File: config.mk
export PLATFORM = sky130hd
export DESIGN_NAME = quiescence_barrier
export DESIGN_NICKNAME = d
export VERILOG_FILES = /design/src/rtl/qbar_pkg.sv /design/src/rtl/qbar_cfg.sv /design/src/rtl/qbar_core.sv /design/src/rtl/qbar_out.sv /design/src/rtl/quiescence_barrier.sv
export SDC_FILE = /design/constraint.sdc
export NUM_CORES = 1
export LEC_CHECK = 0
export BUFFER_PORTS_ARGS = -buffer_cell sky130_fd_sc_hd__buf_2
export CORE_ASPECT_RATIO = 1.2
export CORE_UTILIZATION = 45
export CTS_CLUSTER_DIAMETER = 80
export DETAILED_ROUTE_END_ITERATION = 10
export SLEW_MARGIN = 25
export SYNTH_ARGS = -nofsm -noshare
export SYNTH_HDL_FRONTEND = slang
export SYNTH_SLANG_ARGS = --single-unit
File: constraint.sdc
create_clock -name clock -period 4.98 [get_ports clock]
set_input_delay 0.249 -clock clock [delete_from_list [all_inputs] [get_ports clock]]
set_output_delay 0.249 -clock clock [all_outputs]
set_load 0.005 [all_outputs]
File: src/rtl/qbar_pkg.sv
package qbar_pkg;

   localparam int MaxParticipantsDefault = 64;
   localparam int ParticipantWidth = 6;
   localparam int CountFieldWidth = 7;

   localparam logic [1:0] OP_ARM     = 2'd0;
   localparam logic [1:0] OP_PARK    = 2'd1;
   localparam logic [1:0] OP_UNPARK  = 2'd2;
   localparam logic [1:0] OP_RELEASE = 2'd3;

   localparam logic [1:0] PHASE_IDLE      = 2'd0;
   localparam logic [1:0] PHASE_ARMED     = 2'd1;
   localparam logic [1:0] PHASE_QUIESCENT = 2'd2;

   typedef struct packed {
      logic                        may_park;
      logic [ParticipantWidth-1:0] participant;
      logic [1:0]                  op;
   } item_type;

   typedef struct packed {
      logic [CountFieldWidth-1:0] parked_now;
      logic [1:0]                 phase_now;
      logic                       success;
   } result_type;

endpackage

File: src/rtl/qbar_cfg.sv
module qbar_cfg #(
   parameter int MAX_PARTICIPANTS = qbar_pkg::MaxParticipantsDefault,
   parameter int CNT_W = $clog2(MAX_PARTICIPANTS + 1)
) (
   input  logic                                  clock,
   input  logic                                  reset,
   input  logic                                  wr_valid,
   input  logic [qbar_pkg::CountFieldWidth-1:0]  wr_data,
   output logic [CNT_W-1:0]                      count
);
   import qbar_pkg::*;

   localparam logic [CountFieldWidth-1:0] MaxCount = CountFieldWidth'(MAX_PARTICIPANTS);

   logic [CNT_W-1:0] count_ff;
   logic [CNT_W-1:0] count_in;

   always_comb begin
      count_in = count_ff;
      if (wr_valid) begin
         if (wr_data == '0) begin
            count_in = CNT_W'(1);
         end else if (wr_data > MaxCount) begin
            count_in = CNT_W'(MAX_PARTICIPANTS);
         end else begin
            count_in = wr_data[CNT_W-1:0];
         end
      end
   end

   always_ff @(posedge clock) begin
      if (reset) begin
         count_ff <= CNT_W'(MAX_PARTICIPANTS);
      end else begin
         count_ff <= count_in;
      end
   end

   assign count = count_ff;

endmodule

File: src/rtl/qbar_core.sv
module qbar_core #(
   parameter int MAX_PARTICIPANTS = qbar_pkg::MaxParticipantsDefault,
   parameter int CNT_W = $clog2(MAX_PARTICIPANTS + 1)
) (
   input  logic                 clock,
   input  logic                 reset,
   input  logic                 item_valid,
   output logic                 item_ready,
   input  qbar_pkg::item_type   item,
   input  logic [CNT_W-1:0]     count,
   input  logic                 out_free,
   output logic                 res_valid,
   output qbar_pkg::result_type res
);
   import qbar_pkg::*;

   localparam int IDX_W = (MAX_PARTICIPANTS > 1) ? $clog2(MAX_PARTICIPANTS) : 1;

   logic                        in_valid_ff;
   logic                        in_valid_in;
   item_type                    in_ff;
   logic [1:0]                  phase_ff;
   logic [1:0]                  phase_in;
   logic [MAX_PARTICIPANTS-1:0] marks_ff;
   logic [MAX_PARTICIPANTS-1:0] marks_in;
   logic [CNT_W-1:0]            total_ff;
   logic [CNT_W-1:0]            total_in;
   logic                        advance;
   logic                        in_range;
   logic [IDX_W-1:0]            idx;
   logic                        is_marked;
   logic                        ok;

   assign advance    = in_valid_ff && out_free;
   assign item_ready = !in_valid_ff || out_free;
   assign in_valid_in = item_valid ? 1'b1 : (advance ? 1'b0 : in_valid_ff);

   assign in_range  = {1'b0, in_ff.participant} < CountFieldWidth'(count);
   assign idx       = IDX_W'(in_ff.participant);
   assign is_marked = marks_ff[idx];

   always_comb begin
      phase_in = phase_ff;
      marks_in = marks_ff;
      total_in = total_ff;
      ok       = 1'b0;
      case (in_ff.op)
         OP_ARM: begin
            if (phase_ff == PHASE_IDLE) begin
               phase_in = PHASE_ARMED;
               marks_in = '0;
               total_in = '0;
               ok       = 1'b1;
            end
         end
         OP_PARK: begin
            if (in_range && phase_ff == PHASE_ARMED && in_ff.may_park && !is_marked) begin
               marks_in[idx] = 1'b1;
               total_in      = total_ff + CNT_W'(1);
               if (total_in >= count) begin
                  phase_in = PHASE_QUIESCENT;
                  ok       = 1'b1;
               end
            end
         end
         OP_UNPARK: begin
            if (in_range && phase_ff != PHASE_IDLE && is_marked) begin
               marks_in[idx] = 1'b0;
               if (total_ff != '0) begin
                  total_in = total_ff - CNT_W'(1);
               end
               if (phase_ff == PHASE_QUIESCENT) begin
                  phase_in = PHASE_ARMED;
               end
            end
         end
         default: begin
            phase_in = PHASE_IDLE;
            marks_in = '0;
            total_in = '0;
         end
      endcase
   end

   always_ff @(posedge clock) begin
      if (reset) begin
         in_valid_ff <= 1'b0;
         phase_ff    <= PHASE_IDLE;
         marks_ff    <= '0;
         total_ff    <= '0;
      end else begin
         in_valid_ff <= in_valid_in;
         if (advance) begin
            phase_ff <= phase_in;
            marks_ff <= marks_in;
            total_ff <= total_in;
         end
      end
   end

   always_ff @(posedge clock) begin
      if (item_valid && item_ready) begin
         in_ff <= item;
      end
   end

   assign res_valid      = advance;
   assign res.success    = ok;
   assign res.phase_now  = phase_in;
   assign res.parked_now = CountFieldWidth'(total_in);

endmodule

File: src/rtl/qbar_out.sv
module qbar_out (
   input  logic                 clock,
   input  logic                 reset,
   input  logic                 res_valid,
   input  qbar_pkg::result_type res,
   output logic                 out_free,
   output logic                 out_valid,
   input  logic                 out_ready,
   output qbar_pkg::result_type out_data
);
   import qbar_pkg::*;

   logic       valid_ff;
   logic       valid_in;
   result_type data_ff;

   assign out_free = !valid_ff || out_ready;
   assign valid_in = res_valid ? 1'b1 : (out_ready ? 1'b0 : valid_ff);

   always_ff @(posedge clock) begin
      if (reset) begin
         valid_ff <= 1'b0;
      end else begin
         valid_ff <= valid_in;
      end
   end

   always_ff @(posedge clock) begin
      if (res_valid) begin
         data_ff <= res;
      end
   end

   assign out_valid = valid_ff;
   assign out_data  = data_ff;

endmodule

File: src/rtl/quiescence_barrier.sv
// Channel   | Direction | Handshake               | Payload
// req_      | in        | req_tvalid/req_tready   | op, participant, may_park
// rsp_      | out       | rsp_tvalid/rsp_tready   | success, phase_now, parked_now
// csr_      | in        | csr_valid/csr_ready     | participant_count
//
// A request is registered in the input register on acceptance; its result is then registered
// in the result register. One request is taken every cycle unless rsp_tready stalls the output.
// Updating the phase, parked marks and parked count with each result sets that rate.
// Reset is synchronous; it clears the phase, marks and parked count and sets participant_count to the maximum.
// A stalled result holds the input register; req_tready drops only while both the input
// register and the result register are full and rsp_tready is low.
module quiescence_barrier #(
   parameter int MAX_PARTICIPANTS = qbar_pkg::MaxParticipantsDefault
) (
   input  logic        clock,
   input  logic        reset,
   input  logic        req_tvalid,
   output logic        req_tready,
   input  logic [15:0] req_tdata,   // op[1:0], participant[7:2], may_park[8], zero[15:9]
   output logic        rsp_tvalid,
   input  logic        rsp_tready,
   output logic [15:0] rsp_tdata,   // success[0], phase_now[2:1], parked_now[9:3], zero[15:10]
   input  logic        csr_valid,
   output logic        csr_ready,
   input  logic [7:0]  csr_wdata    // participant_count[6:0], zero[7]
);
   import qbar_pkg::*;

   localparam int CNT_W = $clog2(MAX_PARTICIPANTS + 1);

   item_type         item;
   result_type       res;
   result_type       out_data;
   logic             res_valid;
   logic             out_free;
   logic [CNT_W-1:0] count;

   assign csr_ready = 1'b1;
   assign item      = req_tdata[$bits(item_type)-1:0];
   assign rsp_tdata = {{(16 - $bits(result_type)){1'b0}}, out_data};

   qbar_cfg #(
      .MAX_PARTICIPANTS (MAX_PARTICIPANTS),
      .CNT_W            (CNT_W)
   ) u_cfg (
      .clock    (clock),
      .reset    (reset),
      .wr_valid (csr_valid),
      .wr_data  (csr_wdata[CountFieldWidth-1:0]),
      .count    (count)
   );

   qbar_core #(
      .MAX_PARTICIPANTS (MAX_PARTICIPANTS),
      .CNT_W            (CNT_W)
   ) u_core (
      .clock      (clock),
      .reset      (reset),
      .item_valid (req_tvalid),
      .item_ready (req_tready),
      .item       (item),
      .count      (count),
      .out_free   (out_free),
      .res_valid  (res_valid),
      .res        (res)
   );

   qbar_out u_out (
      .clock     (clock),
      .reset     (reset),
      .res_valid (res_valid),
      .res       (res),
      .out_free  (out_free),
      .out_valid (rsp_tvalid),
      .out_ready (rsp_tready),
      .out_data  (out_data)
   );

endmodule

Word-level counts from Yosys, hierarchy flattened
Index checks and enable logic that the tools add are counted.

storage, ports and cells
  flip-flop bits (word level) = 101
  input port bits = 29
  output and inout bits = 19
  logic and storage cells = 79

cells by class
  $add $sub $neg = 2
  $lt $le $gt $ge = 5
  eq/ne operators = 7
  mux-type cells = 29
  bitwise logic cells = 3
  reduce and logical (&&, ||, !) cells = 21

operator list
  kind                                                   number
  2-to-1 mux 64 bit                                      3
  case mux 64 bit (3 select lines)                       1
  AND 64 bit                                             1
  NOT 64 bit                                             1
  OR 64 bit                                              1
  2-to-1 mux 7 bit                                       6
  case mux 7 bit (3 select lines)                        1
  2-to-1 mux 2 bit                                       5
  2-to-1 mux 1 bit                                       9
  logical AND 1 bit                                      8
  adder 7 x 1 -> 7 bit (second input constant)           1
  >= comparator 7 bit                                    1
  greater-than comparator 7 bit (second input constant)  1
  logical NOT 7 bit                                      1
  < comparator 6 x 7 -> 1 bit                            1
  < comparator 6 x 7 -> 1 bit (second input constant)    1
  nonzero test 7 bit                                     1
  subtractor 7 x 1 -> 7 bit (second input constant)      1
  binary-select mux 1 bit (select 6 bit)                 1
  demux 1 bit (select 6 bit)                             1
  >= comparator 6 x 1 -> 1 bit (second input constant)   1
  != test 2 x 1 -> 1 bit (second input constant)         3
  case mux 2 bit (3 select lines)                        1
  nonzero test 2 bit                                     3
  7 further kinds                                        13

Logic depth before layout (Yosys ltp)
  word-level depth = 8
  gate-level depth with buffers = 13
  gate-level depth less buffers = 10

Modules after synthesis
Synthesis repeated with hierarchy kept, for this count alone.

unflattened totals
  cell total of the unflattened synthesis = 882
  area, all modules = 7329.5 um^2

modules (own cells, without submodules)
  module              instances  cells an instance  area an instance (um^2)  sequential area each (um^2)
  qbar_core           1          827                6630.1                   1751.7
  qbar_out            1          14                 346.6                    320.3
  qbar_cfg            1          32                 292.8                    140.1
  quiescence_barrier  1          9                  60.1                     0.0

Worst setup path after synthesis
Ideal clock, no wire load.

  path type = reg2reg
  start point = register u_core.in_ff, in the netlist u_core.idx[4]
  end point = register u_out.data_ff, in the netlist u_out.out_data[6], data pin
  setup time = 270 ps
  arrival time = 2759 ps
  data required time = 4710 ps
  slack = 1950 ps
  cell stages (with the launch flop) = 11
  path buffers = 1
  period minus slack after synthesis = 3030 ps
  path through = edfxtp_1 -> ha_1 -> a21o_1 -> a21o_1 -> a211o_1 -> and2_1 -> clkbuf_1 -> o31a_1 -> or3b_1 -> o31ai_1 -> a21oi_1

RTL lines
  what                    line              RTL
  start, declared         qbar_core.sv:21   item_type in_ff;
  start signal, assigned  qbar_core.sv:103  in_ff <= item;
  end signal, assigned    qbar_out.sv:30    data_ff <= res;
  end, declared           qbar_out.sv:15    result_type data_ff;

Worst setup path after layout
  start point = register u_core.in_ff, in the netlist u_core.idx[2]
  end point = register u_core.marks_ff[35]

between the ends
  word-level cells in the longest chain between the ends = 8
  elaborated cells on any way between the ends = 23
  classes of those cells = order compare (3); eq/ne (2); mux (7); bitwise (3); reduce/logical (8)

ends and longest elaborated chain
  what                                                                                                      line                              RTL
  < comparator 6 x 7 -> 1 bit (not written as such) / >= comparator 6 x 1 -> 1 bit (equally long branches)  qbar_core.sv:58, qbar_core.sv:68
  logical AND 1 bit (not written as such)                                                                   qbar_core.sv:58, qbar_core.sv:68
  2-to-1 mux 1 bit (not written as such)                                                                    qbar_core.sv:58, qbar_core.sv:68
  demux 1 bit (select 6 bit)                                                                                --
  NOT 64 bit (no line)                                                                                      --
  AND 64 bit (no line)                                                                                      --
  2-to-1 mux 64 bit                                                                                         qbar_core.sv:67                   if (in_range && phase_ff != PHASE_IDLE && is_marked) begin
  case mux 64 bit (3 select lines)                                                                          qbar_core.sv:47                   case (in_ff.op)
  end signal, assigned                                                                                      qbar_core.sv:95                   marks_ff <= marks_in;
  end, declared                                                                                             qbar_core.sv:24                   logic [MAX_PARTICIPANTS-1:0] marks_ff;

Parallel ways exist; a longest one is shown, timed or not. The select of a mux whose other input is x is not followed.
A chain may end at the register's enable or synchronous reset.

==> out/summary.json <==
{
  "post_synth_fa_ha_maj_area_fraction": {"value": 3.77, "unit": "%"},
  "clock_latency": {"value": 360, "unit": "ps"},
  "run_status": {"value": "completed"},
  "timing.max_slew.rel_slack": {"value": 31.5, "unit": "%"},
  "finished_cell_area": {"value": 0.00666, "unit": "mm^2"},
  "post_drt_via_cell_ratio": {"value": 6.44},
  "via_count_of_the_first_global_routing_pass": {"value": 5371},
  "switching_power_as_a_share_of_total_power": {"value": 30.0, "unit": "%"},
  "r2r-end": {"value": "u_core.marks_ff[35]$_SDFFE_PP0P_"},
  "cts_repair_resize_count": {"value": 0},
  "internal_power_summed_over_all_cells": {"value": 1.28, "unit": "mW"},
  "beginning_of_the_worst_register_to_register_path": {"value": "u_core.idx[2]$_DFFE_PP_"},
  "synthFlopType": {"value": "dfxtp_1"},
  "synth_enable_flop_cells": {"value": 19},
  "timing.final.hold_violations": {"value": 0},
  "clk_pin_slew_worst_paths": {"value": 80, "unit": "ps"},
  "layout.nets": {"value": 774},
  "dp_hpwl": {"value": 12100, "unit": "um"},
  "cts_inserted_buffers": {"value": 9},
  "synth_area_leader_cell": {"value": "dfxtp_1"},
  "place_congestion": {"value": 0.852},
  "clk_path_buf_depth": {"value": 2},
  "chipWidth": {"value": 110, "unit": "um"},
  "ir_drop": {"value": 0.141, "unit": "mV"},
  "static_leakage": {"value": 2.33, "unit": "nW"},
  "boundary_pin_count": {"value": 48},
  "postRouteWirelength": {"value": 18900, "unit": "um"},
  "grt_start_max_net_pins": {"value": 75},
  "die_footprint": {"value": 0.0145, "unit": "mm^2"},
  "fin_skew": {"value": 8.42, "unit": "ps"},
  "path_type_of_the_worst_setup_path": {"value": "flip-flop to flip-flop"},
  "timing.final.crit_period": {"value": 4110, "unit": "ps"},
  "synth_largest_type_area_fraction": {"value": 26.0, "unit": "%"},
  "route.detailed.drc": {"value": 0},
  "die_height": {"value": 132, "unit": "um"},
  "syn_inst": {"value": 756},
  "synth_area": {"value": 0.00631, "unit": "mm^2"},
  "synth_top_family_by_area": {"value": "compound AO/OA/AOI/OAI gates"},
  "synth_top_cells_by_area": {"value": "dfxtp_1 26%, edfxtp_1 9.0%, a211oi_1 8.1%"},
  "routedWlPerCell": {"value": 20.9, "unit": "um"},
  "unrepaired_setup_endpoints_after_global_routing": {"value": "no"},
  "ffs_latches_synth": {"value": 101},
  "synth-compound-area-share": {"value": 30.8, "unit": "%"},
  "io_buffer_count": {"value": 32},
  "cp_data_arrival_time": {"value": 4300, "unit": "ps"},
  "number_of_cells_on_the_worst_hold_path": {"value": 1},
  "clock.fmax": {"value": 243, "unit": "MHz"},
  "clock_sinks": {"value": 101},
  "antenna_violations_before_repair": {"value": 0},
  "syn_area_per_cell": {"value": 8.34, "unit": "um^2"},
  "drtAntennaViolNets": {"value": 0},
  "tightest_slew": {"value": 1030, "unit": "ps"},
  "core_area": {"value": 0.0138, "unit": "mm^2"},
  "timing.critical_path.to": {"value": "u_core.marks_ff[35]$_SDFFE_PP0P_"},
  "yosys-mux-area-fraction": {"value": 6.05, "unit": "%"},
  "synth-seq-area-share": {"value": 35.1, "unit": "%"},
  "tritoncts": {"value": "built"},
  "setup.worst_path.start_class": {"value": "flip-flop"},
  "gr-total-overflow": {"value": 0},
  "count_of_final_max_slew_check_failures": {"value": 0},
  "synthToLayoutAreaGrowth": {"value": 5.65, "unit": "%"},
  "share_clk_of_total_power": {"value": 37.7, "unit": "%"},
  "dr_total_vias": {"value": 5810},
  "critical_path_required": {"value": 5180, "unit": "ps"},
  "setup_viol_count_final": {"value": 0},
  "ctsHoldBuffers": {"value": 0},
  "start_util": {"value": 45.8, "unit": "%"},
  "hp-class": {"value": "input port to flip-flop"},
  "setup.worst_path.end_class": {"value": "flip-flop"},
  "p_per_area": {"value": 274, "unit": "mW/mm^2"},
  "synth.yosys.warnings": {"value": 0},
  "final_layout_size_suffix_gt1_share": {"value": 11.9, "unit": "%"},
  "hold_slack": {"value": 62.1, "unit": "ps"},
  "synthArstFlopShare": {"value": 0, "unit": "%"},
  "crit_fanout": {"value": 50},
  "power.combinational.fraction": {"value": 15.1, "unit": "%"},
  "antenna-diode-count": {"value": 0},
  "period_share": {"value": 82.5, "unit": "%"},
  "grt_pass1_wl": {"value": 29200, "unit": "um"},
  "max_cap_check_violation_count": {"value": 0},
  "first_iter_violations": {"value": 532},
  "clock-root-buffer": {"value": "clkbuf_16"},
  "totalNegativeSetupSlack": {"value": 0, "unit": "ps"},
  "worstSetupStartpoint": {"value": "u_core.idx[2]$_DFFE_PP_"},
  "cts.htree.levels": {"value": 3},
  "ff2ff_setup_slack": {"value": 870, "unit": "ps"},
  "fp-row-count": {"value": 47},
  "seqPwrFrac": {"value": 47.3, "unit": "%"},
  "yosys.cell_types.count": {"value": 61},
  "post_synth_xor_area_fraction": {"value": 0.555, "unit": "%"},
  "global_route.usage.total": {"value": 26.6, "unit": "%"},
  "cts_post_setup_buffers_inserted": {"value": 0},
  "total_switching_power": {"value": 547, "unit": "uW"},
  "placement.cell_area": {"value": 0.00638, "unit": "mm^2"},
  "firstDrtPassIters": {"value": 5},
  "synthSimpleGateAreaFrac": {"value": 15.0, "unit": "%"},
  "r2r.worst_path.cells": {"value": 9}
}
-- critical path: stages (launching register included) --
cell and delay (ps):
edfxtp_1 1020, mux4_2 370, o22ai_1 120, a221oi_2 380, nand4_1 300, o31a_1 440
or3b_1 450, nor2_4 380, buf_12 300, a211oi_1 120
-- cell usage in the layout (no fill, tap or decap), drive strengths merged, types with 4 or more instances in the layout --
master,synthesis,routed
or3b,4,4
a22oi,4,4
and3,6,6
a21oi,22,22
and2,9,9
clkbuf,53,9
mux4,16,16
nand3,11,11
nor3,15,15
ha,19,19
dfxtp,82,82
inv,20,24
nor2,28,28
nand3b,4,4
o21ai,69,69
o22ai,9,9
o31ai,4,4
buf,37,44
a21o,6,6
nand2,103,103
o221ai,4,4
conb,2,7
a31oi,66,66
o21a,29,29
or3,6,6
edfxtp,19,19
a211oi,68,68
-- state kept, by name (all words and copies together) (netlist names) --
signal and flops:
u_core.idx 6, u_out.out_data 10, u_out.out_valid 1, u_core.phase_ff 2, u_core.marks_ff 64, u_cfg.count 7, u_core.total_ff 7, u_core.in_valid_ff 1
u_core.in_ff 3
-- synth_stat cells (10+ instances only) --
| library cell | n |
|---|---|
| nand2_1 | 103 |
| dfxtp_1 | 82 |
| a211oi_1 | 68 |
| o21ai_0 | 68 |
| a31oi_1 | 66 |
| clkbuf_1 | 53 |
| o21a_1 | 29 |
| nor2_1 | 27 |
| a21oi_1 | 22 |
| inv_1 | 20 |
| edfxtp_1 | 19 |
| ha_1 | 19 |
| mux4_2 | 16 |
| nor3_1 | 15 |
| nand3_1 | 11 |
| buf_4 | 10 |
-- power by group through the flow --
stage	combinational (mW)	clock [mW]	sequential, mW
floorplan	0.213	0	0.870
global placement	0.264	0	0.880
detailed placement	0.270	0	0.881
CTS	0.271	0.702	0.862
global route	0.298	0.738	0.864
finish	0.275	0.687	0.862
-- final cells by class --
class,count,area [um^2]
Inverter,21,78.8
Clock inverter,7,56.3
Tap cell,171,214
Sequential cell,101,2210
Multi-Input combinational cell,549,3590
Clock buffer,9,225
Fill cell,1336,7100
Timing Repair Buffer,44,288
-- stage by stage --
| step | cells | setup WS, ps | power, mW | utilization, % |
|---|---|---|---|---|
| 4_1_cts | 902 | 976 | 1.83 | 48.4 |
| 3_5_place_dp | 886 | 1010 | 1.15 | 46.4 |
| 6_report | 902 | 872 | 1.82 | 48.4 |
| 2_1_floorplan | 761 | 1950 | 1.08 | - |
| 3_3_place_gp | 886 | 1060 | 1.14 | 46.3 |
| 5_1_grt | 902 | 746 | 1.90 | 48.4 |
-- metal layers --
| layer | global-route usage, % | part of all wire (%) |
|---|---|---|
| met2 | 44.1 | 51 |
| met3 | 3.92 | 5.2 |
| met5 | 0 | 0 |
| met4 | 13.3 | 3.2 |
| met1 | 33.1 | 41 |
-- worst min-delay path by stage --
stage	slack (ps)	endpoint	from
after global placement	430	u_core.in_ff[0]$_DFFE_PP_	req_tdata[0]
final	60	u_core.in_ff[0]$_DFFE_PP_	req_tdata[0]
after CTS	50	u_core.in_ff[0]$_DFFE_PP_	req_tdata[0]
after floorplan	350	u_core.idx[0]$_DFFE_PP_	req_tdata[2]
after detailed placement	430	u_core.in_ff[0]$_DFFE_PP_	req_tdata[0]
after global routing	60	u_core.idx[1]$_DFFE_PP_	req_tdata[3]
-- kinds of logic (layout without fill, tap and decap cells) --
family | Yosys count | count (layout)
buf+inv | 111 | 81
xor+xnor | 4 | 4
mux | 18 | 18
other cells | 2 | 7
compound gates | 297 | 297
simple gates | 204 | 204
fa+ha+maj | 19 | 19
flops | 101 | 101
Power figures use the tool's default switching activity.
